$ cat config.mk
export PLATFORM = sky130hd
export DESIGN_NAME = btmc_merge
export DESIGN_NICKNAME = d
export VERILOG_FILES = /design/src/rtl/core/btmc_pkg.sv /design/src/rtl/core/btmc_merge.sv
export SDC_FILE = /design/constraint.sdc
export NUM_CORES = 1
export LEC_CHECK = 0
export BUFFER_PORTS_ARGS = -buffer_cell sky130_fd_sc_hd__buf_2
export CORE_AREA = 2 2 248 250
export CTS_BUF_LIST = sky130_fd_sc_hd__clkbuf_8
export DETAILED_ROUTE_END_ITERATION = 16
export DIE_AREA = 0 0 250 252
export SKIP_LAST_GASP = 1
export SYNTH_ARGS = -nofsm -noshare
export SYNTH_HDL_FRONTEND = slang
export SYNTH_SLANG_ARGS = --single-unit
$ cat constraint.sdc
create_clock -name clk_i -period 8.2 [get_ports clk_i]
set_input_delay 1.64 -clock clk_i [delete_from_list [all_inputs] [get_ports clk_i]]
set_output_delay 1.64 -clock clk_i [all_outputs]
set_load 0.02 [all_outputs]
$ cat src/rtl/core/btmc_pkg.sv
// Package of the Beaver-triple matrix combine block: action codes, register
// indexes, widths and shared types. No dependencies.
package btmc_pkg;

  localparam int unsigned MaxDimDefault = 16;
  localparam int unsigned WordW = 64;
  localparam int unsigned IdxW = 4;
  localparam int unsigned DimW = 5;
  localparam int unsigned PartyW = 2;
  localparam int unsigned CfgAddrW = 2;
  localparam int unsigned CfgDataW = 5;

  typedef enum logic [2:0] {
    ActLoadA = 3'd0,
    ActLoadB = 3'd1,
    ActLoadC = 3'd2,
    ActMaskX = 3'd3,
    ActMaskY = 3'd4,
    ActLoadE = 3'd5,
    ActLoadF = 3'd6,
    ActReadZ = 3'd7
  } action_e;

  localparam logic [CfgAddrW-1:0] RegRowsM  = 2'd0;
  localparam logic [CfgAddrW-1:0] RegInnerK = 2'd1;
  localparam logic [CfgAddrW-1:0] RegColsN  = 2'd2;
  localparam logic [CfgAddrW-1:0] RegParty  = 2'd3;

  localparam logic [PartyW-1:0] PartyLow  = 2'd0;
  localparam logic [PartyW-1:0] PartyHigh = 2'd2;

  typedef struct packed {
    logic [WordW-1:0] sum_lo;
    logic [WordW-1:0] sum_hi;
    logic [WordW-1:0] sum_pub;
  } lane_acc_t;

endpackage

$ cat src/rtl/core/btmc_merge.sv
// Merging stage: adds the lane accumulators and C into Z, and the public term
// into z_lo for PartyLow or z_hi for PartyHigh. Depends on btmc_pkg.
module btmc_merge (
  input  logic                        clk_i,
  input  btmc_pkg::lane_acc_t         acc0_i,
  input  btmc_pkg::lane_acc_t         acc1_i,
  input  logic [btmc_pkg::WordW-1:0]  c_lo_i,
  input  logic [btmc_pkg::WordW-1:0]  c_hi_i,
  input  logic [btmc_pkg::PartyW-1:0] party_i,
  output logic [btmc_pkg::WordW-1:0]  z_lo_o,
  output logic [btmc_pkg::WordW-1:0]  z_hi_o
);
  logic [btmc_pkg::WordW-1:0] pub, lo_d, hi_d;

  always_comb begin
    pub  = acc0_i.sum_pub + acc1_i.sum_pub;
    lo_d = c_lo_i + acc0_i.sum_lo + acc1_i.sum_lo;
    hi_d = c_hi_i + acc0_i.sum_hi + acc1_i.sum_hi;
    if (party_i == btmc_pkg::PartyLow) begin
      lo_d = lo_d + pub;
    end else if (party_i == btmc_pkg::PartyHigh) begin
      hi_d = hi_d + pub;
    end
  end

  always_ff @(posedge clk_i) begin
    z_lo_o <= lo_d;
    z_hi_o <= hi_d;
  end
endmodule

== After elaboration in Yosys (flattened, before gate mapping) ==
Index checks and enable logic that the tools add are counted.
Operators by class
  add/subtract/negate cells: 7
  equality and inequality tests: 1
  muxes and demuxes: 3
  reduce and logical (&&, ||, !) cells: 1
Operators by type and width (count)
  64-bit adder: 7
  64-bit 2-to-1 mux: 3
  2-bit equality test, second input constant: 1
  2-bit logical NOT: 1
Word-level totals
  bits in registers: 128
  input port bits: 515

== Logic depth before layout (Yosys ltp) ==
  depth after elaboration: 5
  gate-level depth with buffers: 27

== Worst setup path after synthesis ==
Ideal clock, no wire load.
  path kind: input to register
  start: in acc0_i[65] in the netlist's numbering
  end: reg z_hi_o[57] in the netlist's numbering
  setup time: 0.121 ns
  arrival time: 6.782 ns
  required time: 8.079 ns
  setup slack: 1.298 ns
  stages: 24
  buffers on the path: 1
  cells stage by stage: fa_1 -> ha_1 -> fa_1 -> a211oi_1 -> nor2_1 -> o311ai_1 -> a21oi_1 -> nor2b_1 -> or2_2 -> a31oi_1 -> xnor2_1 -> ha_1 -> clkbuf_1 -> and4_1 -> nand2_1 -> or3_1 -> a31o_1 -> a31oi_1 -> a211oi_1 -> o31ai_1 -> a21oi_1 -> o221ai_1 -> xnor2_1 -> mux2_2
On the way
  word-level cells in the longest chain between the ends: 5
Ends and longest elaborated chain
  start, declared: line btmc_merge.sv:5  | input btmc_pkg::lane_acc_t acc0_i,
  64-bit adder * (2 in series): line btmc_merge.sv:18  | hi_d = c_hi_i + acc0_i.sum_hi + acc1_i.sum_hi;
  64-bit adder: line btmc_merge.sv:22  | hi_d = hi_d + pub;
  64-bit 2-to-1 mux: line btmc_merge.sv:21  | end else if (party_i == btmc_pkg::PartyHigh) begin
  64-bit 2-to-1 mux *: line btmc_merge.sv:19  | if (party_i == btmc_pkg::PartyLow) begin
  net hi_d (one bit): line btmc_merge.sv:13  | logic [btmc_pkg::WordW-1:0] pub, lo_d, hi_d;
  end signal, assigned: line btmc_merge.sv:28  | z_hi_o <= hi_d;
  end, declared: line btmc_merge.sv:11  | output logic [btmc_pkg::WordW-1:0] z_hi_o
The timed path passes the listed nets; every way through them passes the cells marked *.

== Final worst setup path ==
  start: in acc0_i[65] in the netlist's numbering
  end: reg z_hi_o[62] in the netlist's numbering
Same word-level chain as after synthesis.

==> impl_table.tex <==
\begin{tabular}{lr}
\hline
Metric & Value \\
\hline
\multicolumn{2}{l}{\textbf{Status}} \\
Run status & finished, final reports clean \\
\multicolumn{2}{l}{\textbf{Synth}} \\
Fraction of registers with async set or reset after synthesis & 0\% \\
Total number of yosys warnings & 0 \\
Count of flip-flops with a built-in enable after synthesis & 0 \\
Post-synth design cell area & 24,550 µm² \\
Total of flip-flops plus latches after synthesis & 128 \\
Mean area per synthesized cell & 7.729 µm² \\
Part of the Yosys area used for sequential elements & 10.44\% \\
Number of distinct library cells after synthesis & 94 \\
Post-synthesis net count & 4,136 \\
Most used flip-flop cell after synthesis & sky130\_fd\_sc\_hd\_\_dfxtp\_1 \\
Post-Syn Instances & 3,177 \\
\multicolumn{2}{l}{\textbf{Placement}} \\
Port Buf Inserts & 642 \\
DPL Wire Length & 76,020 µm \\
Placer congestion estimate & 0.9728 \\
\multicolumn{2}{l}{\textbf{Drt}} \\
DRC & 0 \\
Total Routed Length & 87,090 µm \\
Count of routing violations after the opening detailed-route iteration & 1,777 \\
Number of antenna-violating nets in the routed design & 0 \\
Met1 wire length & 36,960 µm \\
Via count & 25,370 \\
Via-to-Cell Ratio & 5.614 \\
Met2 Routed Length & 42,720 µm \\
Met3 routed WL & 5339 µm \\
Top routing layer in use & met5 \\
Routed wire length per instance & 19.27 µm \\
1st-pass router iterations & 7 \\
\multicolumn{2}{l}{\textbf{Clock tree}} \\
Number of buffers added by the clock tree synthesis step & 17 \\
H-tree depth & 4 \\
Clock tree root driver cell & sky130\_fd\_sc\_hd\_\_clkbuf\_8 \\
TritonCTS clock tree & yes \\
Num Clock Sinks & 128 \\
Number of buffers added to fix hold violations after cts & 0 \\
Clk pin slew, worst setup/hold paths & 0.08 ns \\
Post-CTS Setup Repair Bufs & 0 \\
\# resized after CTS & 0 \\
Longest Clk Path Bufs & 2 \\
\multicolumn{2}{l}{\textbf{Die}} \\
Area of the die & 63,000 µm² \\
Initial core utilization & 40.83\% \\
Core Rows & 90 \\
Die outline height & 252 µm \\
Die boundary width & 250 µm \\
Top Ports & 643 \\
Area of the core & 60,130 µm² \\
\multicolumn{2}{l}{\textbf{Critical path}} \\
Slowest CP cell & sky130\_fd\_sc\_hd\_\_fa\_1 \\
Depth of the critical timing path with buffers and inverters included & 24 \\
Worst Setup End Kind & flip-flop \\
Sequence of cells on the critical path & buf\_2 > fa\_1 > ha\_1 > fa\_1 > a211oi\_1 > nor2\_1 > o311ai\_1 > a21oi\_1 > a32oi\_1 > a31oi\_1 > a31oi\_1 > xnor2\_1 > ha\_1 > a21oi\_1 > o21ai\_1 > a21o\_1 > a21o\_1 > a221oi\_1 > o21ai\_0 > nor2\_1 > o21ai\_1 > a211oi\_1 > xnor2\_1 > mux2\_2 \\
Arrival time worst endpoint & 7.84 ns \\
Critical path required time & 8.65 ns \\
CP delay by family, top & compound AO/OA/AOI/OAI gates \\
Startpoint class of the critical path & input pin \\
Crit. Startpoint & acc0\_i[65] \\
Biggest fanout along the worst timing path & 8 \\
Startpoint-to-endpoint class of the critical path & in2reg \\
Worst setup path endpoint & z\_hi\_o[62] \\
Number of buffer and inverter stages on the critical path & 1 \\
Max stage delay on crit path & 0.49 ns \\
\multicolumn{2}{l}{\textbf{Global routing}} \\
Initial antenna violation count & 21 \\
Overall fraction of global-route tracks in use & 26.76\% \\
Maximum number of pins on one net before global-route repair & 100 \\
Number of global-route vias before repair & 24,070 \\
Overflow left after global routing & 0 \\
First-pass GRT wire length & 133,000 µm \\
\multicolumn{2}{l}{\textbf{Worst hold path}} \\
Class of the tightest hold or removal check & in2reg \\
Hold Startpoint & acc1\_i[64] \\
\multicolumn{2}{l}{\textbf{Power and ir drop}} \\
Power density over the cells & 328.0 nW/µm² \\
Worst VDD drop & 203.8 µV \\
Cell leakage power & 0.01370 µW \\
\multicolumn{2}{l}{\textbf{Cells and area}} \\
Area growth, synth to finish & 17.24\% \\
Layout cell share with drive strength beyond 1 & 20.37\% \\
Area taken by multi-input logic gates & 21,140 µm² \\
Net count reported at finish & 4,679 \\
Most common cell after layout, fill and taps aside & sky130\_fd\_sc\_hd\_\_buf\_2 \\
Commonest non-fill, non-tap cells in the layout & sky130\_fd\_sc\_hd\_\_buf\_2, sky130\_fd\_sc\_hd\_\_a21oi\_1, sky130\_fd\_sc\_hd\_\_nand2\_1 \\
Area occupied by registers & 2562 µm² \\
Number of fillers in the final layout & 6,243 \\
Util after Layout & 47.87\% \\
\multicolumn{2}{l}{\textbf{Timing}} \\
Final TNS setup & 0 ns \\
Final number of setup-violating endpoints & 0 \\
Post-layout minimum cycle time & 7.391 ns \\
Hold Violations, Final & 0 \\
RSZ-0062 raised after global routing & false \\
Normalized max-slew margin & 37.03\% \\
Post-route fraction of the period consumed by the critical path & 90.13\% \\
Max-slew violation count & 0 \\
Least-Margin Pin Slew & 0.9445 ns \\
Maximum clock frequency & 0.1353 GHz \\
\multicolumn{2}{l}{\textbf{Job}} \\
Max Cap Viol & 0 \\
\hline
\end{tabular}
-- logic make-up after synthesis --
logic type               share of synthesized area (%)
buffers and inverters                            3.531
XOR/XNOR                                         10.67
adder cells (fa/ha/maj)                          26.63
AND/OR/NAND/NOR                                  16.61
flip-flops                                       10.44
multiplexers                                    0.9580
AO/OA/AOI/OAI                                    31.17
-- registers in the layout, indices dropped and copies added, names as in the netlist --
register,cells
z_hi_o,64
z_lo_o,64
-- routing by layer --
| metal | vias to the layer above | track usage [%] |
|---|---|---|
| met1 | 11640 | 33.95 |
| met5 | - | 0 |
| met4 | 22 | 6.826 |
| li1 | 12760 | - |
| met3 | 117 | 4.127 |
| met2 | 838 | 47.28 |
-- where the power goes --
part           total, µW  switching [µW]  internal, µW
Combinational       7710            4700          3010
Sequential          1090             127           960
Clock                644             280           364
-- Yosys cell counts (all sizes together) (10+ instances only) --
cell,count,area share (%)
nand3,50,1.0
inv,82,1.3
buf,18,0.45
or2,10,0.25
dfxtp,128,10
a211oi,34,1.1
mux2,20,0.92
and3,33,0.84
xnor2,175,6.2
fa,131,11
a31oi,40,1.1
nor4,11,0.33
a21boi,14,0.43
ha,313,16
o211ai,32,1.0
a21o,200,6.1
nand2b,29,0.74
nand2,331,5.1
a21oi,351,7.2
and2,25,0.64
o31ai,18,0.57
o21ai,293,6.0
xor2,124,4.4
nor3,47,0.98
nor2,188,2.9
a221oi,13,0.49
clkbuf,117,1.8
o21a,40,1.2
o21bai,60,1.8
nor2b,32,0.82
nand4,67,1.7
or3,18,0.46
-- per-stage QoR --
step	power, µW	instances	hold slack, ns	instance area [µm²]	worst slack (ns)
floorplan	6646	3177	1.924	24550	1.298
global placement	8769	4483	2.056	28330	0.4160
detailed placement	8740	4483	2.054	28330	0.3513
CTS	9437	4513	1.479	28770	0.9472
global route	10310	4514	1.558	28780	0.3803
finish	9441	4519	1.525	28790	0.8095
-- worst min path at each step --
stage	cells past startpoint	endpoint	slack, ns
finish	4	z_hi_o[0]	1.53
global route	4	z_hi_o[0]	1.56
CTS	4	z_hi_o[0]	1.48
detailed placement	1	z_hi_o[55]	2.05
global placement	1	z_hi_o[2]	2.06
floorplan	3	z_hi_o[0]	1.92
-- area by class of cell --
class,count,area share [%]
flip-flops and latches,128,8.901
multi-input cells,2831,73.42
well taps,782,3.399
diodes,6,0.05216
repair buffers,660,11.63
clock buffers,22,1.052
inverters,82,1.069
clock inverters,8,0.4737
No activity file was read; power rests on OpenSTA's default activity.
